### config.mk
export PLATFORM = sky130hd
export DESIGN_NAME = rk4_linear_ode2_step
export DESIGN_NICKNAME = d
export VERILOG_FILES = /design/src/rtl/core/rk4_pkg.sv /design/src/rtl/core/rk4_alu.sv /design/src/rtl/core/rk4_linear_ode2_step.sv
export SDC_FILE = /design/constraint.sdc
export NUM_CORES = 2
export LEC_CHECK = 0
export BUFFER_PORTS_ARGS = -buffer_cell sky130_fd_sc_hd__buf_4
export CAP_MARGIN = 0
export CELL_PAD_IN_SITES_DETAIL_PLACEMENT = 2
export CELL_PAD_IN_SITES_GLOBAL_PLACEMENT = 2
export CORE_MARGIN = 3
export CORE_UTILIZATION = 45
export DETAILED_ROUTE_END_ITERATION = 6
export PLACE_DENSITY_LB_ADDON = 0.1
export SYNTH_ARGS = -nofsm -noshare
export SYNTH_HDL_FRONTEND = slang
export SYNTH_SLANG_ARGS = --single-unit
### constraint.sdc
create_clock -name clk -period 30.3 [get_ports clk]
set_input_delay 6.06 -clock clk [delete_from_list [all_inputs] [get_ports clk]]
set_output_delay 6.06 -clock clk [all_outputs]
set_load 0.005 [all_outputs]
### src/rtl/core/rk4_pkg.sv
// ============================================================================
// rk4_pkg: shared types, constants and helpers of the RK4 ODE stepper
// Fixed-point format, register codes, the micro-op program of one step and
// the saturating clip and the output conversion used by the top level.
// ============================================================================
package rk4_pkg;

  // Signed fixed-point word, FRAC_BITS of it fractional.
  localparam int WORD_BITS = 32;
  localparam int FRAC_BITS = 20;
  localparam int OUT_BITS  = 32;
  localparam int CFG_BITS  = 32;
  localparam int STEP_BITS = 31;

  typedef logic signed [WORD_BITS-1:0] word_t;

  localparam word_t WORD_MAX = {1'b0, {(WORD_BITS-1){1'b1}}};
  localparam word_t WORD_MIN = {1'b1, {(WORD_BITS-1){1'b0}}};

  // Reciprocal of six, rounded to nearest.
  localparam word_t SIXTH = word_t'(((64'd1 << FRAC_BITS) + 64'd3) / 64'd6);

  // Configuration register indexes.
  typedef enum logic [2:0] {
    CFG_STEP_SIZE = 3'd0,
    CFG_START_X   = 3'd1,
    CFG_START_Y   = 3'd2,
    CFG_START_Z   = 3'd3,
    CFG_END_X     = 3'd4
  } cfg_idx_t;

  localparam logic [STEP_BITS-1:0] STEP_SIZE_RST = 31'd5243;
  localparam logic [CFG_BITS-1:0]  START_X_RST   = 32'd0;
  localparam logic [CFG_BITS-1:0]  START_Y_RST   = 32'd3145728;
  localparam logic [CFG_BITS-1:0]  START_Z_RST   = 32'd4194304;
  localparam logic [CFG_BITS-1:0]  END_X_RST     = 32'd2097152;

  // Operations of the shared arithmetic unit.
  typedef enum logic [1:0] {
    OP_ADD  = 2'd0,  // saturating a + b
    OP_SUB  = 2'd1,  // saturating a - b
    OP_MULH = 2'd2,  // a * b >> (FRAC_BITS + 1), rounded, saturated
    OP_MULF = 2'd3   // a * b >> FRAC_BITS, rounded, saturated
  } alu_op_t;

  // Working registers addressed by the micro-op program.
  typedef enum logic [3:0] {
    R_X   = 4'd0,
    R_Y   = 4'd1,
    R_Z   = 4'd2,
    R_H   = 4'd3,
    R_SIX = 4'd4,
    R_TMP = 4'd5,
    R_ACC = 4'd6,
    R_B   = 4'd7,
    R_C   = 4'd8,
    R_YK  = 4'd9,
    R_C1  = 4'd10,
    R_B2D = 4'd11,
    R_B3D = 4'd12,
    R_C2D = 4'd13,
    R_C3D = 4'd14
  } reg_sel_t;

  typedef struct packed {
    alu_op_t  op;
    reg_sel_t dst;
    reg_sel_t src_a;
    reg_sel_t src_b;
  } uop_t;

  // Request to the shared unit.
  typedef struct packed {
    alu_op_t op;
    word_t   a;
    word_t   b;
  } alu_req_t;

  // A value together with its clip flag.
  typedef struct packed {
    word_t val;
    logic  sat;
  } res_t;

  localparam int PROG_LEN = 45;
  localparam int PC_W     = $clog2(PROG_LEN);

  // One RK4 step. b1 is z itself; b holds b2..b4 in turn, c holds c2..c4.
  localparam uop_t PROG [PROG_LEN] = '{
    // k1: c1 = 3z - 2y
    '{OP_ADD,  R_TMP, R_Z,   R_Z},
    '{OP_ADD,  R_TMP, R_TMP, R_Z},
    '{OP_ADD,  R_ACC, R_Y,   R_Y},
    '{OP_SUB,  R_C1,  R_TMP, R_ACC},
    // k2: b2 = z + h*c1/2, y2 = y + h*b1/2
    '{OP_MULH, R_TMP, R_H,   R_C1},
    '{OP_ADD,  R_B,   R_Z,   R_TMP},
    '{OP_MULH, R_TMP, R_H,   R_Z},
    '{OP_ADD,  R_YK,  R_Y,   R_TMP},
    '{OP_ADD,  R_TMP, R_B,   R_B},
    '{OP_ADD,  R_TMP, R_TMP, R_B},
    '{OP_ADD,  R_ACC, R_YK,  R_YK},
    '{OP_SUB,  R_C,   R_TMP, R_ACC},
    '{OP_ADD,  R_B2D, R_B,   R_B},
    '{OP_ADD,  R_C2D, R_C,   R_C},
    // k3: b3 = z + h*c2/2, y3 = y + h*b2/2
    '{OP_MULH, R_TMP, R_H,   R_C},
    '{OP_MULH, R_ACC, R_H,   R_B},
    '{OP_ADD,  R_B,   R_Z,   R_TMP},
    '{OP_ADD,  R_YK,  R_Y,   R_ACC},
    '{OP_ADD,  R_TMP, R_B,   R_B},
    '{OP_ADD,  R_TMP, R_TMP, R_B},
    '{OP_ADD,  R_ACC, R_YK,  R_YK},
    '{OP_SUB,  R_C,   R_TMP, R_ACC},
    '{OP_ADD,  R_B3D, R_B,   R_B},
    '{OP_ADD,  R_C3D, R_C,   R_C},
    // k4: b4 = z + h*c3, y4 = y + h*b3
    '{OP_MULF, R_TMP, R_H,   R_C},
    '{OP_MULF, R_ACC, R_H,   R_B},
    '{OP_ADD,  R_B,   R_Z,   R_TMP},
    '{OP_ADD,  R_YK,  R_Y,   R_ACC},
    '{OP_ADD,  R_TMP, R_B,   R_B},
    '{OP_ADD,  R_TMP, R_TMP, R_B},
    '{OP_ADD,  R_ACC, R_YK,  R_YK},
    '{OP_SUB,  R_C,   R_TMP, R_ACC},
    // y update from b1 + b4 + 2b2 + 2b3
    '{OP_ADD,  R_TMP, R_Z,   R_B},
    '{OP_ADD,  R_TMP, R_TMP, R_B2D},
    '{OP_ADD,  R_TMP, R_TMP, R_B3D},
    '{OP_MULF, R_TMP, R_H,   R_TMP},
    '{OP_MULF, R_TMP, R_TMP, R_SIX},
    '{OP_ADD,  R_Y,   R_Y,   R_TMP},
    // z update from c1 + c4 + 2c2 + 2c3
    '{OP_ADD,  R_TMP, R_C1,  R_C},
    '{OP_ADD,  R_TMP, R_TMP, R_C2D},
    '{OP_ADD,  R_TMP, R_TMP, R_C3D},
    '{OP_MULF, R_TMP, R_H,   R_TMP},
    '{OP_MULF, R_TMP, R_TMP, R_SIX},
    '{OP_ADD,  R_Z,   R_Z,   R_TMP},
    // advance x
    '{OP_ADD,  R_X,   R_X,   R_H}
  };

  // Clip a register value into the word range.
  function automatic res_t clip_reg(input logic signed [CFG_BITS:0] v);
    logic signed [64:0] e;
    res_t r;
    e = 65'(v);
    if (e > 65'(WORD_MAX)) begin
      r.val = WORD_MAX;
      r.sat = 1'b1;
    end else if (e < 65'(WORD_MIN)) begin
      r.val = WORD_MIN;
      r.sat = 1'b1;
    end else begin
      r.val = word_t'(e);
      r.sat = 1'b0;
    end
    return r;
  endfunction

  // Low output bits of a word, sign-extended when the word is narrower.
  function automatic logic [OUT_BITS-1:0] to_out(input word_t w);
    logic signed [63:0] e;
    e = 64'(w);
    return e[OUT_BITS-1:0];
  endfunction

endpackage

### src/rtl/core/rk4_alu.sv
// ============================================================================
// rk4_alu: shared saturating adder and rounding multiplier
// The adder answers in the same cycle. The multiplier registers the full
// product; rounding, shifting and clipping follow in the next cycle.
// ============================================================================
module rk4_alu (
  input  logic              clk,
  input  rk4_pkg::alu_req_t req,
  input  logic              mul_go,
  output rk4_pkg::res_t     sum_res,
  output rk4_pkg::res_t     mul_res
);

  localparam int W  = rk4_pkg::WORD_BITS;
  localparam int F  = rk4_pkg::FRAC_BITS;
  localparam int QW = 2 * W + 1;

  localparam logic [QW-1:0] RND_H = QW'(1) << F;
  localparam logic [QW-1:0] RND_F = QW'(1) << (F - 1);
  localparam logic [QW-1:0] QMAX  = (QW'(1) << (W - 1)) - QW'(1);
  localparam logic [QW-1:0] QLIM  = QW'(1) << (W - 1);

  logic signed [W:0]     sum_ext;
  logic signed [2*W-1:0] prod;
  logic                  half_q;
  logic [2*W-1:0]        mag;
  logic [QW-1:0]         rnd;
  logic [QW-1:0]         q;
  logic                  neg;

  // Saturating add or subtract: overflow shows as a mismatch of the top bits.
  always_comb begin
    if (req.op == rk4_pkg::OP_SUB) begin
      sum_ext = {req.a[W-1], req.a} - {req.b[W-1], req.b};
    end else begin
      sum_ext = {req.a[W-1], req.a} + {req.b[W-1], req.b};
    end
    if (sum_ext[W] != sum_ext[W-1]) begin
      sum_res.val = sum_ext[W] ? rk4_pkg::WORD_MIN : rk4_pkg::WORD_MAX;
      sum_res.sat = 1'b1;
    end else begin
      sum_res.val = sum_ext[W-1:0];
      sum_res.sat = 1'b0;
    end
  end

  always_ff @(posedge clk) begin
    if (mul_go) begin
      prod   <= req.a * req.b;
      half_q <= (req.op == rk4_pkg::OP_MULH);
    end
  end

  // Round the magnitude half away from zero, then restore the sign.
  always_comb begin
    neg = prod[2*W-1];
    mag = neg ? (2*W)'(-prod) : (2*W)'(prod);
    rnd = {1'b0, mag} + (half_q ? RND_H : RND_F);
    q   = half_q ? (rnd >> (F + 1)) : (rnd >> F);
    if (!neg) begin
      if (q > QMAX) begin
        mul_res.val = rk4_pkg::WORD_MAX;
        mul_res.sat = 1'b1;
      end else begin
        mul_res.val = q[W-1:0];
        mul_res.sat = 1'b0;
      end
    end else begin
      if (q > QLIM) begin
        mul_res.val = rk4_pkg::WORD_MIN;
        mul_res.sat = 1'b1;
      end else begin
        mul_res.val = -q[W-1:0];
        mul_res.sat = 1'b0;
      end
    end
  end

endmodule

### src/rtl/core/rk4_linear_ode2_step.sv
// ============================================================================
// rk4_linear_ode2_step: fixed-point RK4 stepper for y' = z, z' = 3z - 2y
// A step beat runs 45 micro-ops on one shared unit, ten of them multiplies
// that pass through a write-back state, and then the limit compare. A restart
// beat skips the program and returns its result through the limit compare.
// One beat is in flight at a time; the next is taken after the result leaves.
// Reset restores the register defaults and loads x, y and z from them.
// ============================================================================
module rk4_linear_ode2_step (
  input  logic        clk,
  input  logic        rst,
  // Configuration write port.
  input  logic        cfg_we,
  input  logic [2:0]  cfg_index,
  input  logic [31:0] cfg_data,
  // Input channel.
  input  logic        in_valid,
  output logic        in_ready,
  input  logic        restart,
  // Output channel.
  output logic        out_valid,
  input  logic        out_ready,
  output logic [31:0] x_pos,
  output logic [31:0] y_val,
  output logic [31:0] z_val,
  output logic        finished,
  output logic        saturated
);

  // The sequencer walks the micro-op program one entry at a time. Adds and
  // subtracts complete in the cycle they are issued; a multiply is issued in
  // EXEC and written back from MULW, where the rounding stage of the unit
  // produces its value. FIN compares the new x with the limit and OUT holds
  // the result beat until it is taken.
  typedef enum logic [4:0] {
    ST_IDLE = 5'b00001,
    ST_EXEC = 5'b00010,
    ST_MULW = 5'b00100,
    ST_FIN  = 5'b01000,
    ST_OUT  = 5'b10000
  } state_t;

  state_t state;
  logic [rk4_pkg::PC_W-1:0] pc;

  // Configuration registers.
  logic [rk4_pkg::STEP_BITS-1:0] step_size;
  logic [rk4_pkg::CFG_BITS-1:0]  start_x;
  logic [rk4_pkg::CFG_BITS-1:0]  start_y;
  logic [rk4_pkg::CFG_BITS-1:0]  start_z;
  logic [rk4_pkg::CFG_BITS-1:0]  end_x;

  // Integrator state and working registers.
  rk4_pkg::word_t x, y, z, h;
  rk4_pkg::word_t tmp, acc, b, c, yk, c1, b2d, b3d, c2d, c3d;

  rk4_pkg::uop_t     uop;
  rk4_pkg::alu_req_t req;
  rk4_pkg::res_t     sum_res, mul_res, wb_res;
  rk4_pkg::res_t     sx, sy, sz, hc, lc;
  logic              is_mul, wb_en, last_op;

  // Register values clipped into the word range. With a 32-bit word only a
  // narrower configuration of the word can make these clip.
  assign sx = rk4_pkg::clip_reg($signed({start_x[rk4_pkg::CFG_BITS-1], start_x}));
  assign sy = rk4_pkg::clip_reg($signed({start_y[rk4_pkg::CFG_BITS-1], start_y}));
  assign sz = rk4_pkg::clip_reg($signed({start_z[rk4_pkg::CFG_BITS-1], start_z}));
  assign lc = rk4_pkg::clip_reg($signed({end_x[rk4_pkg::CFG_BITS-1], end_x}));
  assign hc = rk4_pkg::clip_reg($signed({2'b00, step_size}));

  assign uop     = rk4_pkg::PROG[pc];
  assign is_mul  = (uop.op == rk4_pkg::OP_MULH) || (uop.op == rk4_pkg::OP_MULF);
  assign last_op = (pc == rk4_pkg::PC_W'(rk4_pkg::PROG_LEN - 1));
  assign wb_en   = ((state == ST_EXEC) && !is_mul) || (state == ST_MULW);
  assign wb_res  = (state == ST_MULW) ? mul_res : sum_res;

  assign req.op = uop.op;

  // Operand A select.
  always_comb begin
    unique case (uop.src_a)
      rk4_pkg::R_X:   req.a = x;
      rk4_pkg::R_Y:   req.a = y;
      rk4_pkg::R_Z:   req.a = z;
      rk4_pkg::R_H:   req.a = h;
      rk4_pkg::R_SIX: req.a = rk4_pkg::SIXTH;
      rk4_pkg::R_TMP: req.a = tmp;
      rk4_pkg::R_ACC: req.a = acc;
      rk4_pkg::R_B:   req.a = b;
      rk4_pkg::R_C:   req.a = c;
      rk4_pkg::R_YK:  req.a = yk;
      rk4_pkg::R_C1:  req.a = c1;
      rk4_pkg::R_B2D: req.a = b2d;
      rk4_pkg::R_B3D: req.a = b3d;
      rk4_pkg::R_C2D: req.a = c2d;
      rk4_pkg::R_C3D: req.a = c3d;
      default:        req.a = '0;
    endcase
  end

  // Operand B select.
  always_comb begin
    unique case (uop.src_b)
      rk4_pkg::R_X:   req.b = x;
      rk4_pkg::R_Y:   req.b = y;
      rk4_pkg::R_Z:   req.b = z;
      rk4_pkg::R_H:   req.b = h;
      rk4_pkg::R_SIX: req.b = rk4_pkg::SIXTH;
      rk4_pkg::R_TMP: req.b = tmp;
      rk4_pkg::R_ACC: req.b = acc;
      rk4_pkg::R_B:   req.b = b;
      rk4_pkg::R_C:   req.b = c;
      rk4_pkg::R_YK:  req.b = yk;
      rk4_pkg::R_C1:  req.b = c1;
      rk4_pkg::R_B2D: req.b = b2d;
      rk4_pkg::R_B3D: req.b = b3d;
      rk4_pkg::R_C2D: req.b = c2d;
      rk4_pkg::R_C3D: req.b = c3d;
      default:        req.b = '0;
    endcase
  end

  rk4_alu u_alu (
    .clk     (clk),
    .req     (req),
    .mul_go  ((state == ST_EXEC) && is_mul),
    .sum_res (sum_res),
    .mul_res (mul_res)
  );

  // Control, configuration and the integrator state.
  always_ff @(posedge clk) begin
    if (rst) begin
      state     <= ST_IDLE;
      pc        <= '0;
      finished  <= 1'b0;
      saturated <= 1'b0;
      step_size <= rk4_pkg::STEP_SIZE_RST;
      start_x   <= rk4_pkg::START_X_RST;
      start_y   <= rk4_pkg::START_Y_RST;
      start_z   <= rk4_pkg::START_Z_RST;
      end_x     <= rk4_pkg::END_X_RST;
      x <= rk4_pkg::clip_reg($signed({rk4_pkg::START_X_RST[31], rk4_pkg::START_X_RST})).val;
      y <= rk4_pkg::clip_reg($signed({rk4_pkg::START_Y_RST[31], rk4_pkg::START_Y_RST})).val;
      z <= rk4_pkg::clip_reg($signed({rk4_pkg::START_Z_RST[31], rk4_pkg::START_Z_RST})).val;
    end else begin
      if (cfg_we) begin
        unique case (cfg_index)
          rk4_pkg::CFG_STEP_SIZE: step_size <= cfg_data[rk4_pkg::STEP_BITS-1:0];
          rk4_pkg::CFG_START_X:   start_x   <= cfg_data;
          rk4_pkg::CFG_START_Y:   start_y   <= cfg_data;
          rk4_pkg::CFG_START_Z:   start_z   <= cfg_data;
          rk4_pkg::CFG_END_X:     end_x     <= cfg_data;
          default: ;
        endcase
      end

      // Program writes to the state registers.
      if (wb_en) begin
        unique case (uop.dst)
          rk4_pkg::R_X: x <= wb_res.val;
          rk4_pkg::R_Y: y <= wb_res.val;
          rk4_pkg::R_Z: z <= wb_res.val;
          default: ;
        endcase
      end

      unique case (state)
        ST_IDLE: begin
          if (in_valid) begin
            if (restart) begin
              x         <= sx.val;
              y         <= sy.val;
              z         <= sz.val;
              saturated <= sx.sat | sy.sat | sz.sat;
              state     <= ST_FIN;
            end else begin
              saturated <= hc.sat;
              pc        <= '0;
              state     <= ST_EXEC;
            end
          end
        end
        ST_EXEC, ST_MULW: begin
          if ((state == ST_EXEC) && is_mul) begin
            state <= ST_MULW;
          end else begin
            saturated <= saturated | wb_res.sat;
            if (last_op) begin
              state <= ST_FIN;
            end else begin
              pc    <= pc + 1'b1;
              state <= ST_EXEC;
            end
          end
        end
        ST_FIN: begin
          finished  <= (x > lc.val);
          saturated <= saturated | lc.sat;
          state     <= ST_OUT;
        end
        ST_OUT: begin
          if (out_ready) begin
            state <= ST_IDLE;
          end
        end
        default: state <= ST_IDLE;
      endcase
    end
  end

  // Step size is captured when a step beat is accepted.
  always_ff @(posedge clk) begin
    if ((state == ST_IDLE) && in_valid && !restart) begin
      h <= hc.val;
    end
  end

  // Scratch registers written by the program.
  always_ff @(posedge clk) begin
    if (wb_en) begin
      unique case (uop.dst)
        rk4_pkg::R_TMP: tmp <= wb_res.val;
        rk4_pkg::R_ACC: acc <= wb_res.val;
        rk4_pkg::R_B:   b   <= wb_res.val;
        rk4_pkg::R_C:   c   <= wb_res.val;
        rk4_pkg::R_YK:  yk  <= wb_res.val;
        rk4_pkg::R_C1:  c1  <= wb_res.val;
        rk4_pkg::R_B2D: b2d <= wb_res.val;
        rk4_pkg::R_B3D: b3d <= wb_res.val;
        rk4_pkg::R_C2D: c2d <= wb_res.val;
        rk4_pkg::R_C3D: c3d <= wb_res.val;
        default: ;
      endcase
    end
  end

  assign in_ready  = (state == ST_IDLE);
  assign out_valid = (state == ST_OUT);
  assign x_pos     = rk4_pkg::to_out(x);
  assign y_val     = rk4_pkg::to_out(y);
  assign z_val     = rk4_pkg::to_out(z);

  // The block never takes an input beat while a result beat is pending.
  a_no_overlap: assert property (@(posedge clk) disable iff (rst)
    !(in_ready && out_valid))
    else $error("input accepted while a result is pending");

  // A step beat starts the program at its first entry.
  a_step_start: assert property (@(posedge clk) disable iff (rst)
    (in_valid && in_ready && !restart) |=> (state == ST_EXEC && pc == '0))
    else $error("step did not start at the first micro-op");

  // A restart beat skips the program and goes to the limit compare.
  a_restart_fin: assert property (@(posedge clk) disable iff (rst)
    (in_valid && in_ready && restart) |=> (state == ST_FIN))
    else $error("restart did not go straight to the limit compare");

  // A multiply write-back always follows the issue of a multiply.
  a_mul_issue: assert property (@(posedge clk) disable iff (rst)
    (state == ST_MULW) |-> ($past(state) == ST_EXEC && $stable(pc)))
    else $error("multiply write-back without an issue");

endmodule

==> impl_metrics.tcl <==
set metrics [dict create \
    num_io_pins 141 \
    die_h_um 413 \
    grt_max_degree 85 \
    ctsResizeCount 0 \
    port_buffers 140 \
    wl_per_cell_um 37.7 \
    syn_area_per_cell_um2 9.10 \
    rsz0062_at_grt "no" \
    finalNonFillerCells 10400 \
    cts_setup_buffers 0 \
    syn_nets 9594 \
    fp-row-count 148 \
    cp-start-kind "flop" \
    synth_cell_types 110 \
    layout_min_cycle_time_ns 16.28 \
    die_x_um 413 \
    synth-seq-cells 684 \
    dp.cells 10300 \
    grt_pass1_wl_um 559000 \
    hold_class "flop to flop" \
    p_leak_nw 35.6 \
    synthToLayoutAreaGrowth_pct 9.01 \
    worst_slew_pin_slew_ns 1.79 \
    critPathKind "flop to flop" \
    cp.arrival_ns 16.74 \
    clk_latency_ns 0.74 \
    synth_edf_count 416 \
    fmax_mhz 61.4 \
    async_reset_ff_share_pct 0 \
    synth_top_area_share_pct 29.1 \
    powerDensity_mw_per_mm2 33.4 \
    cts.sinks 684 \
    registers.top_by_ff_count "u_alu.prod" \
    r2r_slack_ns 14.02 \
    fin_nets 9560 \
    grt_pass1_vias 77200 \
    dp_hpwl_um 291000 \
    total_power_mw 2.72 \
    post-route-period-util_pct 53.7 \
    synthCells 8205 \
    yosysMostFrequentCell "inv_1" \
    cts_buffers 78 \
    min_path_cells 0 \
    cts-root-buf "clkbuf_16" \
    hold_buffers 0 \
    yosysWarningCount 0 \
    final_max_slew_viol_count 3 \
    cpPeakStageDelay_ns 0.86 \
    cpMostUsedCell "inv_1" \
    setup_violations 0 \
    path_max_fanout 32 \
    ant_nets 0 \
    synth.area.top_cells "fa_1 (29%), edfxtp_1 (17%), dfxtp_1 (7.2%)" \
    maxCapViolations 1 \
    synth_top_flop_cell "edfxtp_1" \
    yosys-top-cells-count "inv_1 (1287), nand2_1 (1128), fa_1 (1085)" \
    firstDrtPassIters 6 \
    clk_path_buf_depth 3 \
    final_hold_viol_count 0 \
    die-area_mm2 0.171 \
    drc 0 \
    vias 69000 \
    violations "capacitance limit, slew limit" \
    whs_endpoint "h[4]" \
    initial_core_util_pct 45.6 \
    tritoncts "yes" \
    antenna_found_initial 27 \
    grtUsageTotal_pct 45.7 \
    synth-seq-area-share_pct 23.9 \
    hp-start "step_size[4]" \
    core_area_mm2 0.164 \
    fin_tns_setup_ns 0 \
    timing.rr.start "pc[1]" \
    drt_first_iter_violations 7754 \
    drive_gt1_share_pct 8.45 \
    critPathSlowestCell "inv_1" \
    gp_congestion 0.982 \
    relSlewSlack_pct -20.0 \
    vias_per_cell 6.62 \
    whs_ns 0.436 \
    critPathRequiredTime_ns 30.76 \
    syn_area_mm2 0.0746 \
    synth_top_area_cell "fa_1" \
    largest_reg_flops 64 \
    clk_pin_slew_worst_paths_ns 0.06 \
    clock_skew_ns 0.0867 \
    r2r_cells 44 \
    vdd.ir_drop.worst_mv 0.0430 \
    routed_wl_um 392000 \
    outcome "finished, violations left" \
    postLayoutCoreUtil_pct 49.7 \
    grt_overflow 0 \
    htreeDepth 3 \
    cp-end-kind "flop" \
    rr_endpoint "u_alu.prod[62]" \
]
-- layout make-up --
| type | count | area, um^2 |
|---|---|---|
| Antenna cell | 6 | 15.0 |
| Timing Repair Buffer | 395 | 2970 |
| Fill cell | 17500 | 82300 |
| Tap cell | 2175 | 2720 |
| Clock buffer | 96 | 2120 |
| Inverter | 1302 | 4890 |
| Sequential cell | 684 | 17900 |
| Multi-Input combinational cell | 5710 | 50300 |
| Clock inverter | 47 | 531 |
-- kinds of logic after synthesis --
group           after synthesis  synth area share [%]
mux                          87                  1.31
flops                       684                  23.9
simple gates               2605                  16.1
fa+ha+maj                  1348                  33.5
compound gates             1460                  13.3
xor+xnor                    210                  2.51
buf+inv                    1811                  9.33
-- worst max-delay path by stage --
| stage | startpoint | end | slack, ns | cells after the start |
|---|---|---|---|---|
| 2_1_floorplan | pc[0] | u_alu.prod[62] | 17.66 | 44 |
| 3_3_place_gp | pc[1] | u_alu.prod[62] | 15.22 | 45 |
| 3_5_place_dp | pc[1] | u_alu.prod[62] | 14.32 | 45 |
| 4_1_cts | pc[1] | u_alu.prod[62] | 14.24 | 45 |
| 5_1_grt | pc[1] | u_alu.prod[62] | 13.42 | 45 |
| 6_report | pc[1] | u_alu.prod[62] | 14.02 | 44 |
-- layer usage --
layer	track usage [%]	share of wire, %	vias to the layer above
met5	0	0.026	-
li1	-	-	27100
met4	35.8	9.8	12
met2	72.1	45	4284
met1	52.7	35	36000
met3	12.1	10	1581
-- where the power goes --
group          internal (mW)  switching, mW
clock                  0.557          0.458
sequential              1.07         0.0161
combinational          0.132          0.489
-- layout by cell type (no fill, tap or decap), drive strengths merged, types with 88 or more instances in the layout --
cell type / n
ha: 263
nor3: 88
a31oi: 144
buf: 395
nor2: 686
edfxtp: 416
nand3: 157
a22oi: 156
nand2: 1128
a21oi: 336
o21ai: 241
inv: 1293
xnor2: 135
clkbuf: 96
fa: 1085
dfxtp: 268
-- critical path, delay by kind of cell, from the launching register on --
family | cells | cell delay [ns]
compound gates | 11 | 4.40
simple gates | 12 | 3.27
buf+inv | 10 | 2.57
fa+ha+maj | 10 | 4.82
flops | 1 | 0.75
xor+xnor | 1 | 0.08
-- per-stage QoR --
stage | setup WS [ns] | cell area [um^2]
2_1_floorplan | 17.66 | 74600
3_3_place_gp | 15.22 | 78700
3_5_place_dp | 14.32 | 78700
4_1_cts | 14.24 | 81400
5_1_grt | 13.42 | 81400
6_report | 14.02 | 81400
No activity file was read; power rests on OpenSTA's default activity.
